===== config.mk =====
export PLATFORM = sky130hd
export DESIGN_NAME = blg_front
export DESIGN_NICKNAME = d
export VERILOG_FILES = /design/src/blg_pkg.sv /design/src/blg_front.sv
export SDC_FILE = /design/constraint.sdc
export NUM_CORES = 1
export LEC_CHECK = 0
export ABC_AREA = 1
export BUFFER_PORTS_ARGS = -buffer_cell sky130_fd_sc_hd__buf_2
export CORE_MARGIN = 10
export CORE_UTILIZATION = 40
export CTS_BUF_LIST = sky130_fd_sc_hd__clkbuf_4
export DETAILED_ROUTE_END_ITERATION = 7
export PLACE_DENSITY = 0.65
export SETUP_SLACK_MARGIN = 0.2
export SYNTH_ARGS = -nofsm -noshare
export SYNTH_HDL_FRONTEND = slang
export SYNTH_SLANG_ARGS = --single-unit

===== constraint.sdc =====
create_clock -name clk_i -period 7.33 [get_ports clk_i]
set_input_delay 1.8325 -clock clk_i [delete_from_list [all_inputs] [get_ports clk_i]]
set_output_delay 1.8325 -clock clk_i [all_outputs]
set_load 0.005 [all_outputs]

===== src/blg_pkg.sv =====
// Shared types, constants and helper functions of the boosting loss unit.
package blg_pkg;

  localparam int FracBitsDef = 16;

  localparam int InW   = 27;
  localparam int LossW = 40;
  localparam int GradW = 28;
  localparam int HessW = 17;

  // Series datapath widths (Q.30 values).
  localparam int TermW = 31;
  localparam int OpW   = 30;
  localparam int AccW  = 33;

  // Restoring divider widths.
  localparam int RemW = 62;
  localparam int DenW = 32;
  localparam int QuoW = 31;

  localparam int ExpTerms = 14;
  localparam int LogTerms = 12;

  localparam logic [29:0] Ln2Q30 = 30'd744261118;
  // At or above this argument exp(-a) underflows to zero (k of 40 or more).
  localparam logic [37:0] ZeroLim = 38'(64'd40 * 64'd744261118);
  // floor(2^40 / ln2 in Q.30), for the range reduction quotient.
  localparam logic [10:0] KRecip = 11'((64'd1 << 40) / 64'd744261118);

  typedef struct packed {
    logic              mode;
    logic signed [26:0] label;
    logic signed [26:0] pred;
  } blg_base_t;

  typedef struct packed {
    logic       zero;
    logic [5:0] k;
    blg_base_t  base;
  } blg_exp_side_t;

  typedef struct packed {
    logic [QuoW-1:0] ppos;
    blg_base_t       base;
  } blg_log_side_t;

  typedef struct packed {
    logic [RemW-1:0] rem;
    logic [DenW-1:0] den;
    logic [QuoW-1:0] quo;
  } blg_div_lane_t;

  // Clamps the margin to plus or minus 250.
  function automatic logic signed [26:0] clamp_z(input logic signed [26:0] pr, input int frac);
    logic signed [35:0] lim;
    logic signed [35:0] p;
    lim = 36'sd250 <<< frac;
    p   = 36'(pr);
    if (p > lim) begin
      p = lim;
    end else if (p < -lim) begin
      p = -lim;
    end
    return p[26:0];
  endfunction

  // Magnitude of the clamped margin, moved to Q.30.
  function automatic logic [37:0] abs_q30(input logic signed [26:0] zc, input int frac);
    logic [26:0] m;
    logic [63:0] w;
    m = zc[26] ? 27'(-zc) : 27'(zc);
    w = 64'(m) << (30 - frac);
    return w[37:0];
  endfunction

endpackage


===== src/blg_front.sv =====
// Input register, margin clamp and ln2 range reduction for the exponential.
module blg_front import blg_pkg::*; #(
  parameter int FRAC_BITS = FracBitsDef
) (
  input  logic       clk_i,
  input  logic       rst_ni,
  input  logic       valid_i,
  input  blg_base_t  base_i,
  output logic       valid_o,
  output blg_base_t  base_o,
  output logic       zero_o,
  output logic [5:0] k_o,
  output logic [29:0] r_o
);

  logic        v0_q, v1_q, v2_q;
  blg_base_t   base0_q, base1_q, base2_q;
  logic [45:0] prod1_q;
  logic [34:0] a1_q;
  logic        zero1_q, zero2_q;
  logic [5:0]  k2_q;
  logic [29:0] r2_q;

  logic signed [26:0] zc;
  logic [37:0] a;
  logic [45:0] prod1_d;
  logic [5:0]  k0;
  logic [36:0] r0;
  logic [5:0]  k2_d;
  logic [36:0] r2_d;

  always_comb begin
    zc      = clamp_z(base0_q.pred, FRAC_BITS);
    a       = abs_q30(zc, FRAC_BITS);
    prod1_d = 46'(a[34:0]) * 46'(KRecip);
  end

  // The reciprocal estimate is at most one below the true quotient.
  always_comb begin
    k0 = prod1_q[45:40];
    r0 = 37'(a1_q) - 37'(k0) * 37'(Ln2Q30);
    if (r0 >= 37'(Ln2Q30)) begin
      k2_d = k0 + 6'd1;
      r2_d = r0 - 37'(Ln2Q30);
    end else begin
      k2_d = k0;
      r2_d = r0;
    end
  end

  always_ff @(posedge clk_i or negedge rst_ni) begin
    if (!rst_ni) begin
      v0_q <= 1'b0;
      v1_q <= 1'b0;
      v2_q <= 1'b0;
    end else begin
      v0_q <= valid_i;
      v1_q <= v0_q;
      v2_q <= v1_q;
    end
  end

  always_ff @(posedge clk_i) begin
    base0_q <= base_i;
    base1_q <= base0_q;
    prod1_q <= prod1_d;
    a1_q    <= a[34:0];
    zero1_q <= (a >= ZeroLim);
    base2_q <= base1_q;
    zero2_q <= zero1_q;
    k2_q    <= k2_d;
    r2_q    <= r2_d[29:0];
  end

  assign valid_o = v2_q;
  assign base_o  = base2_q;
  assign zero_o  = zero2_q;
  assign k_o     = k2_q;
  assign r_o     = r2_q;

endmodule


==> metrics.csv <==
metric;value;unit
holdCritPathClass;reg -> reg;
cts_tree;done;
top_layer;met5;
grt_pass1_wl;67790;µm
setup_tns;0;ns
wl_met3;2087;µm
first_pass_iters;8;
ioPinCount;151;
dpl.hpwl;35470;µm
vias;13537;
max_cap_viol_count;0;
crit_type;reg -> reg;
crit_path_frequent_cell;nand2_1;
period_share;0.9137;
grt_usage;0.1738;
outcome;completed;
synth_top_area_share;0.2877;
rsz0062_at_grt;no;
crit_arrival;7.31;ns
via_per_inst;4.857;
hp-start;base1_q[22]$_DFF_P_;
nets;2586;
gp_congestion;0.9960;
wl_met1;18300;µm
ys_seq_area_frac;0.2925;
r2r_start;prod1_q[41]$_DFF_P_;
ys_ff_latch;231;
worst_pin_slew;0.9516;ns
area_delta_synth_final;17.60;%
ys_warn_count;0;
die_x;219.1;µm
grt_max_degree;33;
reg2reg_to;r_o[21]$_DFF_P_;
critical_path_buf_inv_count;7;
final_area;18650;µm²
instances_no_fill;2787;
cts-root-buf;clkbuf_4;
rows;72;
cts_made_buffers;57;
dpl_cell_area;17460;µm²
required;7.95;ns
fmax;149.3;MHz
ctsLongestPathBuffers;3;
insertion_delay;0.76;ns
drv_slew;0;
synth.area.top_cells;dfxtp_1 29%, ha_1 17%, fa_1 11%;
ff2ff_path_depth;38;
finalCriticalPeriod;6.697;ns
slowest_delay;0.60;ns
slew_headroom;0.3589;
antenna_found_initial;2;
ant_nets;0;
grt_pass1_vias;13717;
min_path_cells;0;
wl_per_cell;15.10;µm
route.detailed.drc;0;
ys_types;48;
clock_skew;0.06695;ns
port_buffers;149;
wl;42090;µm
cts_sinks;231;
start_kind;register;
ys_dominant_reg_cell;dfxtp_1;
core_area;38920;µm²
synth_edf_count;0;
end_kind;register;
async_flop_share;0.01299;
cp_slowest_cell;fa_1;
place_inst;2673;
cts.clk_slew.worst_paths;0.08;ns
r2r_setup_slack;0.63;ns
wl_met2;20310;µm
whs_endpoint;base_o[22]$_DFF_P_;
synth_top_area_cell;dfxtp_1;
synth_area_per_cell;8.003;µm²
drive_gt1_frac;0.1742;
hold_buffers;0;
initial_core_util;0.4076;
fin_util;0.4793;
syn-cell-area;15860;µm²
dieArea;48020;µm²
grt-ovfl-total;0;
synthCells;1982;
cts_max_level;2;
cp_max_fo;9;
syn_nets;2349;
drtIter0Drc;702;
path_delay_family;adder cells;
dieHeight;219.1;µm
hold_viol;0;
setup_viol;0;
## flip-flops by register name, summed over array words and instances, names as in the netlist, 6 cells and up
register	cells
r_o	28
a1_q	21
k_o	6
base1_q	55
base0_q	55
prod1_q	6
base_o	55
## stage by stage
| step | hold slack (ns) | setup slack (ns) |
|---|---|---|
| final | 0.3071 | 0.6327 |
| after CTS | 0.3004 | 0.2001 |
| after floorplan | 0.3096 | 0.5986 |
| after detailed placement | 0.3121 | 0.1331 |
| after global placement | 0.3099 | 0.2620 |
| after global routing | 0.2995 | 0.1711 |
## what timing repair did
item	CTS	global route
endpoints found under the setup margin	34	40
setup buffers	0	5
cloned	0	0
gates resized for setup	3	73
pin swaps	0	4
## synthesized netlist by cell type (4+ instances only)
cell type,number
nand2_1,429
nand3b_1,7
o21a_1,10
inv_2,7
nor3_1,21
nand3_2,5
buf_4,8
xnor2_1,21
a21oi_1,90
o31ai_1,5
nor2_1,159
nor2_2,5
xor2_1,57
nor4_1,10
ha_1,220
o221ai_1,4
a21o_1,7
inv_1,342
nand2_2,17
fa_1,89
a31oi_1,11
o21ai_0,43
dfxtp_1,228
nand4_1,22
nand3_1,120
clkbuf_1,5
## metal layers
metal  vias to the layer above  GRT usage
met5                         -          0
met4                         2    0.07148
met1                      6278     0.2085
met3                        81    0.03370
li1                       6842          -
met2                       334     0.2989
## cells in the final DEF (no fill, tap or decap), drive strengths merged, types with 43 or more instances in the layout
master | netlist | layout
a21oi | 92 | 92
buf | 12 | 195
clkbuf | 5 | 82
dfxtp | 228 | 228
fa | 89 | 89
ha | 220 | 220
inv | 350 | 350
nand2 | 450 | 450
nand3 | 125 | 125
nor2 | 167 | 167
o21ai | 43 | 43
xor2 | 57 | 57
## logic make-up after synthesis
| family | share of synthesized area |
|---|---|
| other | 0.0002364 |
| and+or+nand+nor | 0.2198 |
| adders and majority gates | 0.2858 |
| buffers and inverters | 0.09039 |
| xor gates and xnor gates | 0.04307 |
| AOI/OAI and AO/OA | 0.06815 |
| DFF | 0.2925 |
## area by class of cell
type | instances | area, µm²
fill | 3875 | 20260
multi-input combinational | 1384 | 10100
sequential | 231 | 4639
inverter | 350 | 1324
timing repair buffer | 195 | 1111
tap | 518 | 648.1
clock buffer | 82 | 615.6
clock inverter | 25 | 212.7
antenna | 2 | 5.005
## worst max-delay path by stage
stage	from	end	slack, ns	depth (start not counted)
after floorplan	prod1_q[40]$_DFF_P_	k_o[3]$_DFF_P_	0.60	37
after global placement	base0_q[19]$_DFF_P_	prod1_q[40]$_DFF_P_	0.26	25
after detailed placement	base0_q[19]$_DFF_P_	prod1_q[40]$_DFF_P_	0.13	29
after CTS	base0_q[19]$_DFF_P_	prod1_q[40]$_DFF_P_	0.20	29
after global routing	base0_q[19]$_DFF_P_	prod1_q[44]$_DFF_P_	0.17	31
final	prod1_q[41]$_DFF_P_	r_o[21]$_DFF_P_	0.63	38
Power is left out: the tool's default activity adds up to more than one toggle a clock period on the data nets, which glitch-free logic cannot reach.
