**src/blg_pkg.sv**
```systemverilog
// Shared types, constants and helper functions of the boosting loss unit.
package blg_pkg;

  localparam int FracBitsDef = 16;

  localparam int InW   = 27;
  localparam int LossW = 40;
  localparam int GradW = 28;
  localparam int HessW = 17;

  // Series datapath widths (Q.30 values).
  localparam int TermW = 31;
  localparam int OpW   = 30;
  localparam int AccW  = 33;

  // Restoring divider widths.
  localparam int RemW = 62;
  localparam int DenW = 32;
  localparam int QuoW = 31;

  localparam int ExpTerms = 14;
  localparam int LogTerms = 12;

  localparam logic [29:0] Ln2Q30 = 30'd744261118;
  // At or above this argument exp(-a) underflows to zero (k of 40 or more).
  localparam logic [37:0] ZeroLim = 38'(64'd40 * 64'd744261118);
  // floor(2^40 / ln2 in Q.30), for the range reduction quotient.
  localparam logic [10:0] KRecip = 11'((64'd1 << 40) / 64'd744261118);

  typedef struct packed {
    logic              mode;
    logic signed [26:0] label;
    logic signed [26:0] pred;
  } blg_base_t;

  typedef struct packed {
    logic       zero;
    logic [5:0] k;
    blg_base_t  base;
  } blg_exp_side_t;

  typedef struct packed {
    logic [QuoW-1:0] ppos;
    blg_base_t       base;
  } blg_log_side_t;

  typedef struct packed {
    logic [RemW-1:0] rem;
    logic [DenW-1:0] den;
    logic [QuoW-1:0] quo;
  } blg_div_lane_t;

  // Clamps the margin to plus or minus 250.
  function automatic logic signed [26:0] clamp_z(input logic signed [26:0] pr, input int frac);
    logic signed [35:0] lim;
    logic signed [35:0] p;
    lim = 36'sd250 <<< frac;
    p   = 36'(pr);
    if (p > lim) begin
      p = lim;
    end else if (p < -lim) begin
      p = -lim;
    end
    return p[26:0];
  endfunction

  // Magnitude of the clamped margin, moved to Q.30.
  function automatic logic [37:0] abs_q30(input logic signed [26:0] zc, input int frac);
    logic [26:0] m;
    logic [63:0] w;
    m = zc[26] ? 27'(-zc) : 27'(zc);
    w = 64'(m) << (30 - frac);
    return w[37:0];
  endfunction

endpackage

```
**src/blg_div_cell.sv**
```systemverilog
// One quotient bit of two restoring divisions that run side by side.
module blg_div_cell import blg_pkg::*; #(
  parameter int J      = 0,
  parameter int SIDE_W = 1
) (
  input  logic              clk_i,
  input  logic              rst_ni,
  input  logic              valid_i,
  input  blg_div_lane_t     lane_a_i,
  input  blg_div_lane_t     lane_b_i,
  input  logic [SIDE_W-1:0] side_i,
  output logic              valid_o,
  output blg_div_lane_t     lane_a_o,
  output blg_div_lane_t     lane_b_o,
  output logic [SIDE_W-1:0] side_o
);

  logic              v_q;
  blg_div_lane_t     a_q, b_q;
  logic [SIDE_W-1:0] side_q;
  blg_div_lane_t     a_d, b_d;
  logic [RemW-1:0]   sh_a, sh_b;

  always_comb begin
    a_d  = lane_a_i;
    b_d  = lane_b_i;
    sh_a = RemW'(lane_a_i.den) << J;
    sh_b = RemW'(lane_b_i.den) << J;
    if (lane_a_i.rem >= sh_a) begin
      a_d.rem    = lane_a_i.rem - sh_a;
      a_d.quo[J] = 1'b1;
    end
    if (lane_b_i.rem >= sh_b) begin
      b_d.rem    = lane_b_i.rem - sh_b;
      b_d.quo[J] = 1'b1;
    end
  end

  always_ff @(posedge clk_i or negedge rst_ni) begin
    if (!rst_ni) begin
      v_q <= 1'b0;
    end else begin
      v_q <= valid_i;
    end
  end

  always_ff @(posedge clk_i) begin
    a_q    <= a_d;
    b_q    <= b_d;
    side_q <= side_i;
  end

  assign valid_o  = v_q;
  assign lane_a_o = a_q;
  assign lane_b_o = b_q;
  assign side_o   = side_q;

endmodule

```
**config.mk**
```make
export PLATFORM = sky130hd
export DESIGN_NAME = blg_div_cell
export DESIGN_NICKNAME = d
export VERILOG_FILES = /design/src/blg_pkg.sv /design/src/blg_div_cell.sv
export SDC_FILE = /design/constraint.sdc
export NUM_CORES = 1
export LEC_CHECK = 0
export BUFFER_PORTS_ARGS = -buffer_cell sky130_fd_sc_hd__buf_4
export CAP_MARGIN = 20
export CORE_AREA = 2 2 194 196
export DETAILED_ROUTE_END_ITERATION = 8
export DIE_AREA = 0 0 196 198
export RECOVER_POWER = 100
export SYNTH_ARGS = -nofsm -noshare
export SYNTH_HDL_FRONTEND = slang
export SYNTH_SLANG_ARGS = --single-unit
```
**constraint.sdc**
```tcl
create_clock -name clk_i -period 1 [get_ports clk_i]
set_input_delay 0.15 -clock clk_i [delete_from_list [all_inputs] [get_ports clk_i]]
set_output_delay 0.15 -clock clk_i [all_outputs]
set_load 0.1 [all_outputs]
```
==> metrics.md <==
| Metric | Value |
|---|---|
| Clock slew seen by the registers of the worst setup and hold paths | 0.06 ns |
| Max Buffers Root-to-Sink | 3 |
| Initial Util | 0.310 |
| Rel. slew slack | 0.613 |
| Arr. time, crit path | 2.69 ns |
| Worst slack, placed | -1.86 ns |
| WL per Instance | between 20 and 25 um |
| Placed Area | a little under 20,000 um^2 |
| Leak Pwr | 12.5 nW |
| Max-slew violation count | 0 |
| Max VDD drop | roughly 2000 uV |
| CP Class | input pin to flip-flop |
| Max FO, Critical Path | 6 |
| Post-Syn Area | between 10,000 and 15,000 um^2 |
| Critical Path Sink Type | flip-flop |
| Detailed placement HPWL | approximately 38 mm |
| # placed instances | 2,583 |
| Die area | 38,800 um^2 |
| Hold buffer count at CTS | 255 |
| Row count | 71 |
| Final hold vios | 3 |
| Layout Cells excl Fill | 2,947 |
| YS warnings | 0 |
| Period minus WS final | 2.25 ns |
| Final Wtd Congestion | approximately 0.89 |
| Iter 0 DRT Violations | approximately 1,000 |
| Mapped Nets | 1,589 |
| Cell Pwr Density | around 1500 nW/um^2 |
| Worst-Margin Slew | between 0.5 and 0.6 ns |
| Sequential area share after synthesis | 0.440 |
| Critical path data required time | 1.44 ns |
| Drt pass-1 iters | 5 |
| Routed WL | 67.6 mm |
| Vias in the first global route | 16.4k |
| Worst Hold Class | input pin to flip-flop |
| Outcome | finished, violations left |
| Fin util | 0.765 |
| Pin count of the biggest net entering global routing | 27 |
| Layout cells sized above 1 | 0.595 |
| Final worst setup slack | -1.25 ns |
| Final net count | 2,769 |
| Area delta synth->final | 147% |
| Hold_ws | -0.290 ns |
| Nature of the critical path startpoint | input pin |
| Total CTS buffers | 29 |
| Synthesized netlist cell count | approximately 1.3k |
| Failing checks | negative hold slack, negative setup slack |
| GRT overflow | 0 |
| Overall Global Routing Usage | 0.309 |
| Avg Cell Area, Syn | 9.04 um^2 |
| Unrepaired setup endpoints after global routing | true |
| Vias per cell | 5.23 |
| Post-synth EDFFs | 0 |
| Final setup viols | 378 |
| Max Cap Viol | 0 |
| Most frequent cells in the layout | buf_4, buf_12, dlygate4sd3_1, dfxtp_2, clkbuf_4 |
| Initial antenna violation count | 2 |
| Clk sinks | around 250 |
| Ys async rst share | 0.00397 |
| Die width | 196 um |
| Total power | 43.8 mW |
| Yosys reg bits | around 250 |
| Peak Freq | between 0.4 and 0.5 GHz |
| CTS tree | done |
| First-pass GRT wire length | between 90 and 100 mm |
| Final instance area | 28,300 um^2 |
| Root Buffer | clkbuf_16 |
| Crit share post-route | 2.25 |
| Top FF cell, synth | dfxtp_1 |
| CORE AREA | 37,000 um^2 |
| Detailed-route DRC error count | 0 |
| Setup TNS | -203.98 ns |
| Commonest non-fill, non-tap cell in the layout | buf_4 |
| Via count | approximately 15k |
| Port bufs | 505 |
| # IOs | 506 |
| Count of different cell masters after synthesis | 76 |
| H-tree depth | 1 |
| Post-route ant nets | 0 |
| Die height | approximately 200 um |
==> power breakdown <==
group / switching, mW / internal (mW)
sequential: 1.00 / 11.3
combinational: 11.8 / 8.26
clock: 4.63 / 6.76
total: 17.5 / 26.3
==> state kept, by name, indices dropped and copies added, names as in the netlist <==
signal    flops
lane_a_o    125
lane_b_o    125
side_o        1
valid_o       1
==> synthesized netlist by cell type, types with 3 or more instances <==
| library cell | n | area (um^2) |
|---|---|---|
| a21o_1 | 16 | 120 |
| nand3_1 | 18 | 90.1 |
| or2_1 | 4 | 25.0 |
| and4_1 | 4 | 35.0 |
| nand4b_1 | 6 | 52.6 |
| nor2_1 | 103 | 387 |
| clkbuf_1 | 29 | 109 |
| o31ai_1 | 5 | 37.5 |
| xnor2_1 | 58 | 508 |
| nor4_1 | 20 | 125 |
| o2111a_1 | 3 | 33.8 |
| nor4_2 | 8 | 100 |
| or2_2 | 6 | 37.5 |
| nor2b_1 | 8 | 50.1 |
| or3_1 | 14 | 87.6 |
| buf_2 | 9 | 45.0 |
| a41oi_1 | 3 | 26.3 |
| a31oi_1 | 19 | 119 |
| ha_1 | 64 | 801 |
| nand2b_1 | 19 | 119 |
| nand3b_1 | 4 | 30.0 |
| o21bai_1 | 8 | 60.1 |
| o21a_1 | 8 | 60.1 |
| xor2_1 | 57 | 499 |
| a211oi_1 | 10 | 75.1 |
| nor3_1 | 29 | 145 |
| inv_1 | 86 | 323 |
| a21oi_1 | 114 | 571 |
| nor4b_1 | 5 | 43.8 |
| and3_1 | 14 | 87.6 |
| o211ai_1 | 13 | 97.6 |
| o21ai_1 | 26 | 130 |
| nand2_1 | 89 | 334 |
| or3_4 | 3 | 33.8 |
| dfxtp_1 | 251 | 5020 |
| or4_1 | 7 | 52.6 |
| o21ai_0 | 40 | 200 |
| buf_1 | 4 | 15.0 |
| o2111ai_1 | 5 | 43.8 |
| nand4_1 | 28 | 175 |
==> path summary, 6_finish.rpt <==
check                               from           end  slack, ns  depth (start not counted)
worst max-delay path       lane_a_i[110]  lane_a_o[70]      -1.25                         10
worst min-delay path        lane_b_i[32]  lane_b_o[32]      -0.29                          1
min in group asynchronous         rst_ni       valid_o       0.45                          3
max in group asynchronous         rst_ni       valid_o       0.43                          3
==> cell type report <==
cell class | count | area, um^2
antenna | 1 | 2.50
clock buffer | 43 | 868
clock inverter | 11 | 139
fill | 2063 | 8680
inverter | 86 | 370
multi-input combinational | 886 | 7600
sequential | 252 | 5410
tap | 474 | 593
timing repair buffer | 1194 | 13300
==> kinds of logic after synthesis <==
group                      synth area share
and+or+nand+nor                       0.189
AOI/OAI and AO/OA                     0.162
DFF                                   0.440
buffers and inverters                0.0462
xor gates and xnor gates             0.0878
adders and majority gates            0.0733
muxes                              0.000982
==> routing by layer <==
metal | GRT usage | up-vias | share of wire | wire length [um]
met5 | 0 | - | 0.00019 | 13
met4 | 0.165 | 2 | 0.066 | 4440
met3 | 0.0610 | 314 | 0.080 | 5380
met2 | 0.596 | 953 | 0.52 | 35500
met1 | 0.312 | 7294 | 0.33 | 22300
li1 | - | 6851 | - | -
==> worst max-delay path, stage by stage <==
cell	delay (ns)
buf_6	0.10
or3_4	0.39
or4_4	0.48
or3_4	0.37
nand3b_4	0.17
a31oi_4	0.28
o31a_1	0.31
buf_6	0.18
buf_12	0.15
o21ai_2	0.08
==> what timing repair did <==
item | CTS | global route
buffers inserted | 24 | 25
pin swaps | 45 | 61
hold endpoints to repair | 252 | 4
gates cloned | 7 | 7
setup endpoints to repair | 378 | 378
gates resized for setup | 928 | 189
No activity file was read; power rests on OpenSTA's default activity.
