File: src/blg_pkg.sv
// Shared types, constants and helper functions of the boosting loss unit.
package blg_pkg;

  localparam int FracBitsDef = 16;

  localparam int InW   = 27;
  localparam int LossW = 40;
  localparam int GradW = 28;
  localparam int HessW = 17;

  // Series datapath widths (Q.30 values).
  localparam int TermW = 31;
  localparam int OpW   = 30;
  localparam int AccW  = 33;

  // Restoring divider widths.
  localparam int RemW = 62;
  localparam int DenW = 32;
  localparam int QuoW = 31;

  localparam int ExpTerms = 14;
  localparam int LogTerms = 12;

  localparam logic [29:0] Ln2Q30 = 30'd744261118;
  // At or above this argument exp(-a) underflows to zero (k of 40 or more).
  localparam logic [37:0] ZeroLim = 38'(64'd40 * 64'd744261118);
  // floor(2^40 / ln2 in Q.30), for the range reduction quotient.
  localparam logic [10:0] KRecip = 11'((64'd1 << 40) / 64'd744261118);

  typedef struct packed {
    logic              mode;
    logic signed [26:0] label;
    logic signed [26:0] pred;
  } blg_base_t;

  typedef struct packed {
    logic       zero;
    logic [5:0] k;
    blg_base_t  base;
  } blg_exp_side_t;

  typedef struct packed {
    logic [QuoW-1:0] ppos;
    blg_base_t       base;
  } blg_log_side_t;

  typedef struct packed {
    logic [RemW-1:0] rem;
    logic [DenW-1:0] den;
    logic [QuoW-1:0] quo;
  } blg_div_lane_t;

  // Clamps the margin to plus or minus 250.
  function automatic logic signed [26:0] clamp_z(input logic signed [26:0] pr, input int frac);
    logic signed [35:0] lim;
    logic signed [35:0] p;
    lim = 36'sd250 <<< frac;
    p   = 36'(pr);
    if (p > lim) begin
      p = lim;
    end else if (p < -lim) begin
      p = -lim;
    end
    return p[26:0];
  endfunction

  // Magnitude of the clamped margin, moved to Q.30.
  function automatic logic [37:0] abs_q30(input logic signed [26:0] zc, input int frac);
    logic [26:0] m;
    logic [63:0] w;
    m = zc[26] ? 27'(-zc) : 27'(zc);
    w = 64'(m) << (30 - frac);
    return w[37:0];
  endfunction

endpackage

File: src/blg_series_cell.sv
// One term of a power series: multiply, divide by a constant, accumulate.
module blg_series_cell import blg_pkg::*; #(
  parameter int DIVISOR   = 1,
  parameter bit CHAIN_DIV = 1'b1,
  parameter bit NEGATE    = 1'b0,
  parameter int SIDE_W    = 1
) (
  input  logic                   clk_i,
  input  logic                   rst_ni,
  input  logic                   valid_i,
  input  logic [TermW-1:0]       term_i,
  input  logic [OpW-1:0]         op_i,
  input  logic signed [AccW-1:0] acc_i,
  input  logic [SIDE_W-1:0]      side_i,
  output logic                   valid_o,
  output logic [TermW-1:0]       term_o,
  output logic [OpW-1:0]         op_o,
  output logic signed [AccW-1:0] acc_o,
  output logic [SIDE_W-1:0]      side_o
);

  localparam logic [32:0] Recip = 33'((64'd1 << 32) / 64'(DIVISOR));

  logic                   v1_q, v2_q, v3_q;
  logic [60:0]            prod1_q;
  logic [OpW-1:0]         op1_q, op2_q, op3_q;
  logic signed [AccW-1:0] acc1_q, acc2_q, acc3_q;
  logic [SIDE_W-1:0]      side1_q, side2_q, side3_q;
  logic [63:0]            xm2_q;
  logic [TermW-1:0]       x2_q, term3_q;

  logic [TermW-1:0]       x;
  logic [31:0]            q0;
  logic [36:0]            rem;
  logic [TermW-1:0]       q;
  logic [TermW-1:0]       term3_d;
  logic signed [AccW-1:0] acc3_d;

  assign x = prod1_q[60:30];

  // The reciprocal quotient is exact or one low; one compare fixes it.
  always_comb begin
    q0  = xm2_q[63:32];
    rem = 37'(x2_q) - 37'(q0) * 37'(DIVISOR);
    if (rem >= 37'(DIVISOR)) begin
      q = TermW'(q0 + 32'd1);
    end else begin
      q = TermW'(q0);
    end
    term3_d = CHAIN_DIV ? q : x2_q;
    if (NEGATE) begin
      acc3_d = acc2_q - $signed({2'b00, q});
    end else begin
      acc3_d = acc2_q + $signed({2'b00, q});
    end
  end

  always_ff @(posedge clk_i or negedge rst_ni) begin
    if (!rst_ni) begin
      v1_q <= 1'b0;
      v2_q <= 1'b0;
      v3_q <= 1'b0;
    end else begin
      v1_q <= valid_i;
      v2_q <= v1_q;
      v3_q <= v2_q;
    end
  end

  always_ff @(posedge clk_i) begin
    prod1_q <= 61'(term_i) * 61'(op_i);
    op1_q   <= op_i;
    acc1_q  <= acc_i;
    side1_q <= side_i;
    xm2_q   <= 64'(x) * 64'(Recip);
    x2_q    <= x;
    op2_q   <= op1_q;
    acc2_q  <= acc1_q;
    side2_q <= side1_q;
    term3_q <= term3_d;
    op3_q   <= op2_q;
    acc3_q  <= acc3_d;
    side3_q <= side2_q;
  end

  assign valid_o = v3_q;
  assign term_o  = term3_q;
  assign op_o    = op3_q;
  assign acc_o   = acc3_q;
  assign side_o  = side3_q;

endmodule

File: config.mk
export PLATFORM = sky130hd
export DESIGN_NAME = blg_series_cell
export DESIGN_NICKNAME = d
export VERILOG_FILES = /design/src/blg_pkg.sv /design/src/blg_series_cell.sv
export SDC_FILE = /design/constraint.sdc
export NUM_CORES = 2
export LEC_CHECK = 0
export ABC_AREA = 1
export BUFFER_PORTS_ARGS = -buffer_cell sky130_fd_sc_hd__buf_2
export CAP_MARGIN = 20
export CORE_MARGIN = 1.5
export CORE_UTILIZATION = 30
export DETAILED_ROUTE_END_ITERATION = 6
export GPL_TIMING_DRIVEN = 0
export PLACE_DENSITY = 0.42
export SLEW_MARGIN = 10
export SYNTH_ARGS = -nofsm -noshare
export SYNTH_HDL_FRONTEND = slang
export SYNTH_SLANG_ARGS = --single-unit
File: constraint.sdc
create_clock -name clk_i -period 5.7 [get_ports clk_i]
set_input_delay 1.14 -clock clk_i [delete_from_list [all_inputs] [get_ports clk_i]]
set_output_delay 1.14 -clock clk_i [all_outputs]
set_load 0.02 [all_outputs]
==> flow_summary.json <==
{
  "tightest_slew_ns": 0.725,
  "crit_fanout": 6,
  "drc_errors": 0,
  "die_h_um": 366,
  "rsz0062_at_grt": "yes",
  "finalInstanceArea_um2": 49400,
  "end_kind": "register",
  "clock-sinks": 288,
  "place.gp.congestion": 0.930,
  "wl_per_cell_um": 22.5,
  "fin_cells": 7053,
  "drtPass1Iterations": 5,
  "synth.largest_area_cell": "fa_1",
  "maxSlewHeadroom": 0.517,
  "via_count": 32089,
  "arrival_ns": 7.44,
  "grt_max_degree": 15,
  "io_pins": 194,
  "antenna_left": 0,
  "yosysSeqAreaShare": 0.146,
  "clock_latency_ns": 0.62,
  "cp_common_cell": "fa_1",
  "seq_area_um2": 5780,
  "hold_viol": 0,
  "synthCells": 4940,
  "synthTopCellsByArea": "fa_1 (41%), inv_1 (14%), dfxtp_1 (14%)",
  "area_delta_synth_final_pct": 24.7,
  "start_kind": "input pin",
  "drive_above_1_share": 0.192,
  "dp_hpwl_um": 131000,
  "cts_tree": "yes",
  "die_w_um": 366,
  "numPortBuffers": 164,
  "ys_ff_latch": 288,
  "drt_iter0_markers": 2106,
  "syn_nets": 6123,
  "cts_buffer_depth": 3,
  "utilization": 0.376,
  "crit_path_max_incr_delay_ns": 0.63,
  "synth_flop_cell": "dfxtp_1",
  "min-delay-path-class": "register to register",
  "num-fill-cells": 13690,
  "yosys_warnings": 0,
  "cp_slowest_cell": "fa_1",
  "finalNetCount": 6453,
  "synth_async_sr_flop_share": 0.0104,
  "synth_top_cell_area_share": 0.408,
  "status": "finished with violations",
  "synth_area_per_cell_um2": 8.02,
  "start_util": 0.302,
  "die-area_um2": 134000,
  "clk_pin_slew_ns": 0.06,
  "grt-ovfl-total": 0,
  "grt_pass1_wl_um": 232000,
  "synthesis.area_um2": 39600,
  "rows": 133,
  "synth_edf_count": 0,
  "finalSetupViolations": 31,
  "violations": "setup timing",
  "cp.required_ns": 6.21,
  "setup_ws_ns": -1.23,
  "clock_skew_ns": 0.0485,
  "finalMaxSlewViolations": 0,
  "crit_type": "input pin to register",
  "worstPathCellList": "buf_6 > clkbuf_16 > buf_12 > nand2_1 > fa_1 > fa_1 > fa_1 > fa_1 > inv_2 > fa_1 > fa_1 > fa_1 > inv_2 > fa_1 > inv_1 > ha_4 > a21oi_2 > o21ai_2 > o21bai_4 > a21oi_2 > nand2_4 > buf_12 > xor2_4",
  "cts_buffers": 36,
  "fmax_mhz": 144,
  "core_um2": 131000,
  "placed_cells": 6864,
  "multiInputGateArea_um2": 29600,
  "post-place-ws_ns": -2.83,
  "wirelength_um": 159000,
  "drv_cap": 0,
  "grt_pass1_vias": 34395,
  "postPlaceCellArea_um2": 43400,
  "antenna_found_initial": 9,
  "period_share": 1.22,
  "post_drt_via_cell_ratio": 4.55,
  "track_usage": 0.240,
  "synthDistinctLibCells": 34,
  "min_period_ns": 6.93,
  "htree_levels": 2,
  "cts-root-buf": "clkbuf_16"
}
==> worst max-delay path, delay by kind of cell <==
kind / cells / cell delay (ns)
buf+inv: 7 / 0.69
compound gates: 4 / 0.78
fa+ha+maj: 9 / 4.39
simple gates: 2 / 0.17
xor+xnor: 1 / 0.24
==> metrics by stage <==
stage / setup TNS (ns) / hold WS (ns)
2_1_floorplan: -28.97 / 0.310
3_3_place_gp: -81.83 / 0.310
3_5_place_dp: -79.89 / 0.312
4_1_cts: -33.89 / 0.258
5_1_grt: -38.34 / 0.296
6_report: -33.98 / 0.304
==> flip-flops by register name, indices dropped and copies added, names as in the netlist <==
| name | count |
|---|---|
| xm2_q | 31 |
| v2_q | 1 |
| op2_q | 30 |
| acc1_q | 33 |
| valid_o | 1 |
| op1_q | 30 |
| side_o | 1 |
| op_o | 30 |
| acc_o | 33 |
| prod1_q | 31 |
| side2_q | 1 |
| side1_q | 1 |
| v1_q | 1 |
| term_o | 31 |
| acc2_q | 33 |
==> per-layer routing <==
metal / part of all wire / global-route usage
met5: 0 / 0
met4: 0.046 / 0.0942
met3: 0.058 / 0.0293
met2: 0.46 / 0.394
met1: 0.44 / 0.321
==> path summary, 6_finish.rpt <==
kind                       startpoint           to  slack [ns]  cells after the start
max                           op_i[6]  prod1_q[30]       -1.23                     23
min                        acc1_q[20]   acc2_q[20]        0.30                      0
max reg2reg                 xm2_q[44]    acc_o[29]        3.38                      8
min reg2reg                acc1_q[20]   acc2_q[20]        0.30                      0
max in group asynchronous      rst_ni      valid_o        5.28                      1
min in group asynchronous      rst_ni         v1_q        0.32                      1
==> what timing repair did <==
action                                  in CTS  in global routing
endpoints found under the setup margin      31                 31
setup buffers                               74                 45
gates cloned                                 3                  2
resized for setup                          668                270
pin swaps                                  148                144
endpoints found under the hold margin        0                  0
hold buffers                                 0                  0
==> logic make-up (layout without fill, tap and decap cells) <==
family,after synthesis,after routing,synth area share
adders and majority gates,1085,1085,0.496
other,0,3,0
AOI/OAI and AO/OA,247,247,0.0336
and+or+nand+nor,1569,1569,0.154
buffers and inverters,1716,2071,0.163
xor gates and xnor gates,35,35,0.00774
DFF,288,288,0.146
==> synth_stat cells, types with 5 or more instances <==
master	instances
o21ai_0	76
a21oi_1	133
nand4_1	14
buf_1	6
o21a_1	7
o21ai_2	5
o21bai_1	8
xnor2_1	8
ha_1	277
a21o_1	8
clkbuf_1	177
nor2_1	166
inv_1	1529
nor3_1	24
nand3_1	61
xor2_1	27
nand2_1	1287
nor2_2	6
dfxtp_1	285
fa_1	808
==> layout by cell type, fill, tap and decap left out, drive strengths merged <==
cell	count
nor3	24
diode	3
a21o	8
nand3	61
o21bai	8
o21ai	85
nand2	1290
xnor2	8
clkbuf	210
clkinv	5
ha	277
o21a	7
dfrtp	3
buf	311
inv	1539
fa	808
nor2	173
bufinv	6
o31a	1
dfxtp	285
nand3b	1
nand4	14
xor2	27
and3	1
a21oi	133
nor4	4
or2	1
o211ai	1
a21boi	4
==> final cells by class <==
type                    count  area share
inverters                1533       0.117
plain buffers             182      0.0490
clock buffers              46      0.0200
clock inverters            17     0.00573
flip-flops and latches    288       0.117
diodes                      3    0.000152
multi-input cells        2936       0.599
well taps                1755      0.0445
repair buffers            293      0.0476
Power is not shown: default switching activity piles up to over one toggle a cycle in this logic, so the estimate is an artifact.
